## config.mk

```make
export PLATFORM = sky130hd
export DESIGN_NAME = bcd_clock_time_setter_top
export DESIGN_NICKNAME = d
export VERILOG_FILES = /design/src/sv/bcdts_pkg.sv /design/src/sv/bcd_clock_time_setter_top.sv
export SDC_FILE = /design/constraint.sdc
export NUM_CORES = 1
export LEC_CHECK = 0
export BUFFER_PORTS_ARGS = -buffer_cell sky130_fd_sc_hd__buf_4
export CORE_UTILIZATION = 40
export DETAILED_ROUTE_END_ITERATION = 8
export PLACE_DENSITY = 0.54
export RECOVER_POWER = 25
export SYNTH_ARGS = -nofsm -noshare
export SYNTH_HDL_FRONTEND = slang
export SYNTH_SLANG_ARGS = --single-unit
```

## constraint.sdc

```tcl
create_clock -name clk -period 11.5 [get_ports clk]
set_clock_uncertainty 0.2 [all_clocks]
set_input_delay 2.3 -clock clk [delete_from_list [all_inputs] [get_ports clk]]
set_output_delay 2.3 -clock clk [all_outputs]
set_load 0.01 [all_outputs]
```

## src/sv/bcdts_pkg.sv

```systemverilog
// Package of types, codes and BCD helper functions for the BCD clock time setter.
`default_nettype none

package bcdts_pkg;

  // Event codes carried by an input word.
  typedef enum logic [1:0] {
    OP_MODE = 2'd0,
    OP_UP   = 2'd1,
    OP_DOWN = 2'd2,
    OP_TICK = 2'd3
  } opcode_t;

  // Field currently being set.
  typedef enum logic [1:0] {
    FIELD_NONE    = 2'd0,
    FIELD_SECONDS = 2'd1,
    FIELD_MINUTES = 2'd2,
    FIELD_HOURS   = 2'd3
  } field_t;

  // Clock chip register addresses.
  localparam logic [1:0] ADDR_SECONDS = 2'd0;
  localparam logic [1:0] ADDR_MINUTES = 2'd1;
  localparam logic [1:0] ADDR_HOURS   = 2'd2;

  // Configuration register map.
  localparam int          PADDR_W           = 3;
  localparam logic [2:0]  REG_TIMEOUT_LIMIT = 3'd0;
  localparam logic [7:0]  TIMEOUT_RESET     = 8'd10;

  // Wrap limits in BCD.
  localparam logic [6:0] MAX_MIN_SEC = 7'h59;
  localparam logic [6:0] MAX_HOURS   = 7'h23;

  typedef struct packed {
    opcode_t     opcode;
    logic [6:0]  rtc_seconds;
    logic [6:0]  rtc_minutes;
    logic [5:0]  rtc_hours;
  } in_word_t;

  typedef struct packed {
    logic        write_valid;
    logic [1:0]  write_address;
    logic [6:0]  write_data;
    field_t      adjust_field;
    logic [6:0]  show_seconds;
    logic [6:0]  show_minutes;
    logic [5:0]  show_hours;
  } out_word_t;

  // Step a BCD value by one through binary; odd digits are taken at face value.
  function automatic logic [6:0] bcd_step(input logic [6:0] v, input logic up);
    logic [6:0] bin;
    logic [3:0] tens;
    logic [6:0] rem;
    bin = {1'b0, v[6:4], 3'b000} + {3'b000, v[6:4], 1'b0} + {3'b000, v[3:0]};
    bin = up ? bin + 7'd1 : bin - 7'd1;
    // Split into digits; the value stays well below one hundred.
    if (bin >= 7'd90) begin
      tens = 4'd9; rem = bin - 7'd90;
    end else if (bin >= 7'd80) begin
      tens = 4'd8; rem = bin - 7'd80;
    end else if (bin >= 7'd70) begin
      tens = 4'd7; rem = bin - 7'd70;
    end else if (bin >= 7'd60) begin
      tens = 4'd6; rem = bin - 7'd60;
    end else if (bin >= 7'd50) begin
      tens = 4'd5; rem = bin - 7'd50;
    end else if (bin >= 7'd40) begin
      tens = 4'd4; rem = bin - 7'd40;
    end else if (bin >= 7'd30) begin
      tens = 4'd3; rem = bin - 7'd30;
    end else if (bin >= 7'd20) begin
      tens = 4'd2; rem = bin - 7'd20;
    end else if (bin >= 7'd10) begin
      tens = 4'd1; rem = bin - 7'd10;
    end else begin
      tens = 4'd0; rem = bin;
    end
    return {tens[2:0], rem[3:0]};
  endfunction

  // Up wraps to zero at or above the maximum; down goes to the maximum
  // from zero or from anything above the maximum.
  function automatic logic [6:0] bcd_adjust(input logic [6:0] v, input logic [6:0] maxv,
                                            input logic up);
    logic [6:0] res;
    if (up) begin
      res = (v >= maxv) ? 7'd0 : bcd_step(v, 1'b1);
    end else if (v == 7'd0 || v > maxv) begin
      res = maxv;
    end else begin
      res = bcd_step(v, 1'b0);
    end
    return res;
  endfunction

endpackage

`default_nettype wire

```

## src/sv/bcd_clock_time_setter_top.sv

```systemverilog
// Top level of the BCD clock time setter: event decode, state, output buffer and APB port.
//
// Usage: each input word carries one event (mode key, up key, down key or a
// one-second tick with the time read from the clock chip). Every accepted
// word produces exactly one output word with an optional clock register
// write, the field being set and the held time for display.
// Both channels use valid and stall; a word moves on a rising edge with
// valid high and stall low. All work for a word is done in the cycle it is
// accepted, and its result is registered into the output or the skid register.
// Throughput is one word per cycle when not stalled, set by the single state update path.
// The output has a main register and a skid register, so a word is taken
// while a result is still waiting; in_stall rises only when both are full,
// and falls in the cycle after the receiver takes a word.
// Synchronous reset clears the state (no field, idle count zero, time 00:00:00),
// empties the output buffer and sets timeout_limit to 10. timeout_limit is written
// over APB at byte address 0; the user writes it only while idle, which is not enforced.
`default_nettype none

module bcd_clock_time_setter_top
  import bcdts_pkg::*;
(
  input  wire logic               clk,
  input  wire logic               rst,
  input  wire logic               in_valid,
  output logic                    in_stall,
  input  wire in_word_t           in_data,
  output logic                    out_valid,
  input  wire logic               out_stall,
  output out_word_t               out_data,
  input  wire logic               psel,
  input  wire logic               penable,
  input  wire logic               pwrite,
  input  wire logic [PADDR_W-1:0] paddr,
  input  wire logic [31:0]        pwdata,
  output logic [31:0]             prdata,
  output logic                    pready
);

  logic [7:0] timeout_limit;
  field_t     field_select, field_select_next;
  logic [7:0] idle_count, idle_count_next;
  logic [6:0] seconds_bcd, seconds_bcd_next;
  logic [6:0] minutes_bcd, minutes_bcd_next;
  logic [5:0] hours_bcd, hours_bcd_next;
  logic       wr_valid;
  logic [1:0] wr_addr;
  logic [6:0] wr_data;
  logic [6:0] hours_adj;
  logic       is_up;
  logic       in_accept;
  logic       out_take;
  out_word_t  result;
  out_word_t  skid_data;
  logic       skid_valid;

  // APB register port; always ready.
  assign pready = 1'b1;
  assign prdata = (paddr == REG_TIMEOUT_LIMIT) ? {24'd0, timeout_limit} : 32'd0;

  always_ff @(posedge clk) begin
    if (rst) begin
      timeout_limit <= TIMEOUT_RESET;
    end else if (psel && penable && pwrite && pready && paddr == REG_TIMEOUT_LIMIT) begin
      timeout_limit <= pwdata[7:0];
    end
  end

  assign in_accept = in_valid && !in_stall;
  assign out_take  = out_valid && !out_stall;
  assign in_stall  = skid_valid;

  // Event decode and next state.
  assign is_up     = (in_data.opcode == OP_UP);
  assign hours_adj = bcd_adjust({1'b0, hours_bcd}, MAX_HOURS, is_up);

  always_comb begin
    field_select_next = field_select;
    idle_count_next   = idle_count;
    seconds_bcd_next  = seconds_bcd;
    minutes_bcd_next  = minutes_bcd;
    hours_bcd_next    = hours_bcd;
    wr_valid          = 1'b0;
    wr_addr           = ADDR_SECONDS;
    wr_data           = 7'd0;
    case (in_data.opcode)
      OP_MODE: begin
        field_select_next = field_t'(field_select + 2'd1);
        idle_count_next   = 8'd0;
      end
      OP_UP, OP_DOWN: begin
        idle_count_next = 8'd0;
        case (field_select)
          FIELD_SECONDS: begin
            seconds_bcd_next = bcd_adjust(seconds_bcd, MAX_MIN_SEC, is_up);
            wr_valid         = 1'b1;
            wr_addr          = ADDR_SECONDS;
            wr_data          = seconds_bcd_next;
          end
          FIELD_MINUTES: begin
            minutes_bcd_next = bcd_adjust(minutes_bcd, MAX_MIN_SEC, is_up);
            wr_valid         = 1'b1;
            wr_addr          = ADDR_MINUTES;
            wr_data          = minutes_bcd_next;
          end
          FIELD_HOURS: begin
            hours_bcd_next = hours_adj[5:0];
            wr_valid       = 1'b1;
            wr_addr        = ADDR_HOURS;
            wr_data        = hours_adj;
          end
          default: begin
            wr_valid = 1'b0;
          end
        endcase
      end
      OP_TICK: begin
        if (idle_count < timeout_limit) begin
          idle_count_next = idle_count + 8'd1;
        end else begin
          field_select_next = FIELD_NONE;
        end
        seconds_bcd_next = in_data.rtc_seconds;
        minutes_bcd_next = in_data.rtc_minutes;
        hours_bcd_next   = in_data.rtc_hours;
      end
      default: begin
        field_select_next = field_select;
      end
    endcase
  end

  // Result word for the event being accepted.
  always_comb begin
    result.write_valid   = wr_valid;
    result.write_address = wr_addr;
    result.write_data    = wr_data;
    result.adjust_field  = field_select_next;
    result.show_seconds  = seconds_bcd_next;
    result.show_minutes  = minutes_bcd_next;
    result.show_hours    = hours_bcd_next;
  end

  // Controller state, updated on each accepted word.
  always_ff @(posedge clk) begin
    if (rst) begin
      field_select <= FIELD_NONE;
      idle_count   <= 8'd0;
      seconds_bcd  <= 7'd0;
      minutes_bcd  <= 7'd0;
      hours_bcd    <= 6'd0;
    end else if (in_accept) begin
      field_select <= field_select_next;
      idle_count   <= idle_count_next;
      seconds_bcd  <= seconds_bcd_next;
      minutes_bcd  <= minutes_bcd_next;
      hours_bcd    <= hours_bcd_next;
    end
  end

  // Output register with a skid stage behind it.
  always_ff @(posedge clk) begin
    if (rst) begin
      out_valid  <= 1'b0;
      skid_valid <= 1'b0;
    end else if (in_accept) begin
      if (!out_valid || out_take) begin
        out_valid <= 1'b1;
      end else begin
        skid_valid <= 1'b1;
      end
    end else if (out_take) begin
      out_valid  <= skid_valid;
      skid_valid <= 1'b0;
    end
  end

  always_ff @(posedge clk) begin
    if (in_accept) begin
      if (!out_valid || out_take) begin
        out_data <= result;
      end else begin
        skid_data <= result;
      end
    end else if (out_take && skid_valid) begin
      out_data <= skid_data;
    end
  end

endmodule

`default_nettype wire
```

==> impl_metrics.csv, run 1 <==
group,metric,value,unit
outcome,status,"finished, violations left",
drt,drt-wirelength-per-cell,19.6,um
worst_setup_path,required,11.23,ns
yosys,synthDistinctLibCells,97,
worst_setup_path,crit_top_cell,"clkbuf_1",
timing,setup_viol,0,
worst_setup_path,critPathCaptureType,"flop",
clock_tree,cts_resized,0,
drt,totalWireLength,34.5,mm
die,die_x,167,um
outcome,violations,"max-capacitance violations, max-slew violations",
place,gp_congestion,0.951,
timing,max_freq,155,MHz
grt,grtUsageTotal,24.1,%
yosys,ys.flop_type,"edfxtp_1",
final_layout,area_delta_synth_final,8.26,%
yosys,yosysSeqAreaShare,24.9,%
die,ioPinCount,131,
drt,viasPerCell,6.13,
yosys,syn_inst,1379,
clock_tree,cts.path.max_buffers,2,
pwr,ir_drop,0.0000820,V
yosys,yosysWarnings,0,
worst_setup_path,crit_slowest_cell,"clkbuf_1",
drt,num_vias,10800,
die,start_util,40.8,%
timing,finalSetupTns,0,ns
place,io_buffers,81,
clock_tree,clk_pin_slew,0.08,ns
final_layout,antenna_cells,0,
worst_setup_path,r2r-start,"seconds_bcd[6]",
hold_path,hold_end,"timeout_limit[6]",
timing,slew_violations,126,
die,dieArea,28100,um2
die,core,26900,um2
yosys,synth_enable_flop_cells,64,
drt,ant_nets,0,
hold_path,hold_path_class,"reg -> reg",
timing,maxSlewHeadroom,-70.3,%
final_layout,final_nets,1558,
clock_tree,clkSinkCount,104,
worst_setup_path,r2r-end,"out_data[23]",
grt,antenna_found_initial,0,
pwr,power_density,140,nW/um2
clock_tree,postCtsSetupBuffers,0,
hold_path,hold-path-cell-count,2,
timing,worst_pin_slew,2.55,ns
worst_setup_path,path_cells,"clkbuf_1 > nor2b_2 > clkbuf_1 > and3_1 > clkbuf_1",
grt,overflow,0,
final_layout,layout-drive-gt1-share,8.77,%
clock_tree,tritoncts,"built",
worst_setup_path,crit_fanout,57,
place,hpwl,25.6,mm
yosys,avgSynthCellArea,7.94,um2
drt,drt_iter0_markers,977,
clock_tree,cts_buffers,9,
die,die_h,167,um
grt,grt_pass1_vias,9969,
yosys,ys_seq_elements,104,
worst_setup_path,critPathArrivalTime,6.19,ns
clock_tree,ctsHoldBuffers,0,
worst_setup_path,regToRegSetupSlack,5.34,ns
worst_setup_path,path_buf_inv,3,
worst_setup_path,start_kind,"input pin",
hold_path,min-delay-start,"timeout_limit[6]",
worst_setup_path,cpLargestDelayFamily,"buffers and inverters",
timing,grt_setup_unrepaired,"no",
worst_setup_path,criticalPathCategory,"in -> reg",
clock_tree,clockRootBuffer,"clkbuf_16",
grt,grt_first_pass_wirelength,54.6,mm
timing,hold_violations,0,
drt,drt-pass1-iter-count,6,
timing,period_needed,6.46,ns
drt,drc,0,
die,std_cell_rows,60,
grt,grt_max_degree,58,
yosys,postSynth.asyncResetShare,0,%
worst_setup_path,reg2reg_depth,13,
pwr,leakage,4.73,nW
timing,finalCritPeriodShare,56.1,%
job,maxCapViolations,3,
final_layout,final_core_util,44.1,%
yosys,synth_area,11000,um2
worst_setup_path,cp_slowest_stage_delay,1.81,ns
clock_tree,htreeDepth,3,
clock_tree,worstSkewPairLatency,0.36,ns
timing,fin_hold_ws,0.272,ns
sequential cells by signal, summed over array words and instances (netlist names), 2 cells and up:
register,cells
skid_data,32
minutes_bcd,7
seconds_bcd,7
timeout_limit,8
out_data,32
idle_count,8
field_select,2
hours_bcd,6
cell families (layout without fill, tap and decap cells):
group           count (synthesis)  after routing  share of synthesized area [%]
simple gates                  485            485                           22.1
compound gates                460            460                           29.4
buf+inv                       183            195                           7.33
flops                         104            104                           24.9
fa+ha+maj                      85             85                           10.1
xor+xnor                       43             43                           4.49
mux                            17             17                           1.69
other cells                     2             25                         0.0686
worst reg2reg max path, cell delays in order (launching register included):
cell      delay, ns
dfxtp_1        0.71
clkinv_1       0.43
fa_1           0.58
fa_1           0.97
or4b_4         0.58
nor2_4         0.17
xnor3_1        0.37
a311oi_1       0.54
o22ai_1        0.18
a31o_2         0.24
a221oi_1       0.32
nand2b_1       0.17
a31oi_1        0.15
mux2_2         0.30
final cells by class:
cell class                 count  area (um2)
fill                        2764       15000
sequential                   104        2720
tap                          341         427
clock inverter                 5        45.0
clock buffer                  11         254
multi-input combinational   1115        7530
timing repair buffer          95         567
inverter                      84         315
worst max-delay path by stage:
stage | start | to | slack (ns) | cells after the start
3_5_place_dp | seconds_bcd[6] | out_data[23] | 5.38 | 13
4_1_cts | seconds_bcd[6] | out_data[23] | 5.37 | 13
6_report | in_valid | skid_data[23] | 5.04 | 5
2_1_floorplan | paddr[1] | prdata[0] | 6.02 | 2
5_1_grt | in_valid | skid_data[17] | 4.59 | 5
3_3_place_gp | seconds_bcd[6] | out_data[23] | 5.42 | 13
per-layer routing:
metal	vias up	GRT usage, %	wire length, um	share of wire [%]
li1	5193	-	-	-
met1	5096	33.9	15900	46
met2	407	38.8	15700	46
met3	55	3.31	2030	5.9
met4	0	6.26	801	2.3
met5	-	0	0	0
stage by stage:
step	area [um2]	instances	power, mW	worst slack [ns]
2_1_floorplan	11000	1402	1.11	6.02
3_3_place_gp	11700	1739	1.34	5.42
3_5_place_dp	11700	1739	1.34	5.38
4_1_cts	12000	1755	1.65	5.37
5_1_grt	11900	1755	1.77	4.59
6_report	11900	1755	1.66	5.04
power by group:
part           internal (mW)  switching [mW]  total, mW
Combinational          0.326           0.572      0.898
Sequential             0.422          0.0224      0.445
Clock                  0.165           0.149      0.314
Total                  0.913           0.744       1.66
Yosys cell counts (10+ instances only):
cell / n / area [um2]
a211oi_1: 42 / 315
a21o_1: 19 / 143
a21oi_1: 90 / 450
a22oi_1: 14 / 105
a31oi_1: 21 / 131
and2_1: 27 / 169
and3_1: 20 / 125
buf_2: 12 / 60.1
buf_4: 25 / 188
clkbuf_1: 57 / 214
dfxtp_1: 40 / 801
edfxtp_1: 64 / 1920
ha_1: 80 / 1000
inv_1: 80 / 300
nand2_1: 109 / 409
nand2b_1: 17 / 106
nand3_1: 34 / 170
nand4_1: 15 / 93.8
nor2_1: 129 / 484
nor2b_1: 19 / 119
nor3_1: 40 / 200
nor4_1: 13 / 81.3
o2111ai_1: 10 / 87.6
o211ai_1: 15 / 113
o21a_1: 13 / 97.6
o21ai_0: 75 / 375
o221ai_1: 10 / 87.6
o22ai_1: 15 / 93.8
o31ai_1: 14 / 105
or2_2: 10 / 62.6
or3_1: 15 / 93.8
xnor2_1: 27 / 236
layout by cell type, fill, tap and decap left out, types with 9 or more instances in the layout:
cell         n
a211oi_1    42
a21o_1      19
a21oi_1     89
a222oi_1     9
a22oi_1     14
a31oi_1     21
and2_1      27
and3_1      20
buf_4       56
clkbuf_1    40
clkbuf_16   10
conb_1      25
dfxtp_1     40
edfxtp_1    64
ha_1        80
inv_1       80
nand2_1    109
nand2b_1    17
nand3_1     34
nand4_1     15
nor2_1     129
nor2b_1     18
nor3_1      40
nor4_1      13
o2111ai_1   10
o211ai_1    15
o21a_1      13
o21ai_0     75
o221ai_1    10
o22ai_1     15
o31a_1       9
o31ai_1     14
or2_2       10
or3_1       15
or4_1        9
xnor2_1     27
Power figures use the tool's default switching activity.
==> run 2, diff against run 1 <==
==> constraint.sdc (replaced) <==
create_clock -name clk -period 6.2 [get_ports clk]
set_clock_uncertainty 0.2 [all_clocks]
set_input_delay 1.24 -clock clk [delete_from_list [all_inputs] [get_ports clk]]
set_output_delay 1.24 -clock clk [all_outputs]
set_load 0.01 [all_outputs]
==> impl_metrics.csv, run 2 (synthesis results as in run 1) <==
group,metric,value,unit
outcome,status,"finished, violations left",
outcome,violations,"max-capacitance violations, max-slew violations",
place,io_buffers,81,
timing,finalCritPeriodShare,87.3,%
drt,num_vias,10900,
die,die_h,167,um
timing,max_freq,185,MHz
clock_tree,cts_resized,0,
drt,ant_nets,0,
clock_tree,tritoncts,"built",
hold_path,hold-path-cell-count,2,
place,dp.cells,1760,
pwr,power_density,258,nW/um2
clock_tree,cts.path.max_buffers,2,
final_layout,final_common_cell,"nor2_1",
worst_setup_path,required,5.94,ns
worst_setup_path,regToRegSetupSlack,0.82,ns
grt,grt_first_pass_wirelength,54.8,mm
timing,period_needed,5.41,ns
job,maxCapViolations,3,
clock_tree,clockRootBuffer,"clkbuf_16",
worst_setup_path,r2r-end,"out_data[8]",
place,dpl-instance-area,11900,um2
place,hpwl,25.8,mm
final_layout,fillCellCount,2732,
drt,drt-wirelength-per-cell,19.3,um
worst_setup_path,crit_fanout,56,
timing,setup_viol,0,
worst_setup_path,cp.depth,5,
final_layout,multi_input_area,7530,um2
worst_setup_path,criticalPathCategory,"in -> reg",
worst_setup_path,crit_top_cell,"clkbuf_1",
worst_setup_path,start_kind,"input pin",
hold_path,min-delay-start,"timeout_limit[6]",
grt,antenna_found_initial,0,
worst_setup_path,path_cells,"clkbuf_1 > nor2b_1 > clkbuf_1 > and3_1 > clkbuf_1",
grt,grt_max_degree,57,
pwr,leakage,4.83,nW
clock_tree,ctsHoldBuffers,0,
timing,finalSetupTns,0,ns
final_layout,instances_no_fill,1776,
final_layout,top_regs,"out_data: 32 flops, skid_data: 32 flops",
clock_tree,cts_buffers,9,
final_layout,antenna_cells,0,
die,die_x,167,um
final_layout,layout-drive-gt1-share,10.0,%
worst_setup_path,r2r-start,"minutes_bcd[3]",
die,start_util,40.8,%
place,gp_congestion,0.939,
worst_setup_path,reg2reg_depth,16,
clock_tree,postCtsSetupBuffers,0,
worst_setup_path,cpLargestDelayFamily,"buffers and inverters",
timing,worst_pin_slew,2.46,ns
worst_setup_path,crit_slowest_cell,"clkbuf_1",
grt,grt_pass1_vias,9944,
final_layout,final_cell_area,12000,um2
worst_setup_path,critPathCaptureType,"flop",
clock_tree,htreeDepth,3,
drt,viasPerCell,6.14,
grt,overflow,0,
final_layout,regArea,2720,um2
worst_setup_path,critPathArrivalTime,5.15,ns
drt,drc,0,
final_layout,final_core_util,44.7,%
hold_path,hold_path_class,"reg -> reg",
timing,slew_violations,125,
drt,drt_iter0_markers,969,
timing,grt_setup_unrepaired,"no",
pwr,ir_drop,0.000118,V
pwr,power,3.10,mW
hold_path,hold_end,"timeout_limit[6]",
worst_setup_path,cp_slowest_stage_delay,1.77,ns
grt,grtUsageTotal,24.3,%
final_layout,final_nets,1579,
final_layout,area_delta_synth_final,9.67,%
clock_tree,clk_pin_slew,0.07,ns
worst_setup_path,path_buf_inv,3,
timing,hold_violations,0,
die,dieArea,28100,um2
drt,totalWireLength,34.3,mm
final_layout,final_cell_mix,"nor2_1, nand2_1, a21oi_1",
die,std_cell_rows,60,
timing,maxSlewHeadroom,-64.3,%
die,core,26900,um2
clock_tree,worstSkewPairLatency,0.36,ns
drt,drt-pass1-iter-count,8,
die,ioPinCount,131,
clock_tree,clkSinkCount,104,
-- run 2: worst max path at each step --
stage                        start            end
finish                    in_valid  skid_data[13]
detailed placement  minutes_bcd[3]   out_data[23]
global placement    seconds_bcd[4]   out_data[23]
floorplan             hours_bcd[1]    out_data[1]
global route        minutes_bcd[3]   out_data[26]
CTS                 minutes_bcd[3]   out_data[23]
-- run 2: per-layer routing --
| layer | global-route usage, % | routed length, um |
|---|---|---|
| met1 | 34.1 | 16000 |
| met2 | 39.2 | 15600 |
| met3 | 3.19 | 1960 |
| met4 | 6.06 | 720 |
| met5 | 0 | 0 |
-- run 2: area by class of cell --
cell class / instances / area share, %
clock buffers: 11 / 2.11
clock inverters: 5 / 0.375
inverters: 84 / 2.62
multi-input cells: 1115 / 62.6
flip-flops and latches: 104 / 22.7
well taps: 341 / 3.55
repair buffers: 116 / 6.03
-- run 2: power breakdown --
group | switching (mW) | leakage, nW | internal, mW
Sequential | 0.0281 | 0.926 | 0.783
Combinational | 1.07 | 3.76 | 0.631
Clock | 0.280 | 0.146 | 0.305
Total | 1.38 | 4.83 | 1.72
-- run 2: tightest hold or removal path: stages, from the launching register on --
cell and delay (ns):
dfxtp_1 0.32, nand2_1 0.05, a21oi_1 0.05
-- run 2: stage by stage --
stage / worst slack (ns) / hold slack [ns]
2_1_floorplan: 1.28 / 0.245
3_3_place_gp: 0.971 / 0.258
3_5_place_dp: 0.926 / 0.261
4_1_cts: 0.906 / 0.272
5_1_grt: 0.436 / 0.292
6_report: 0.789 / 0.269
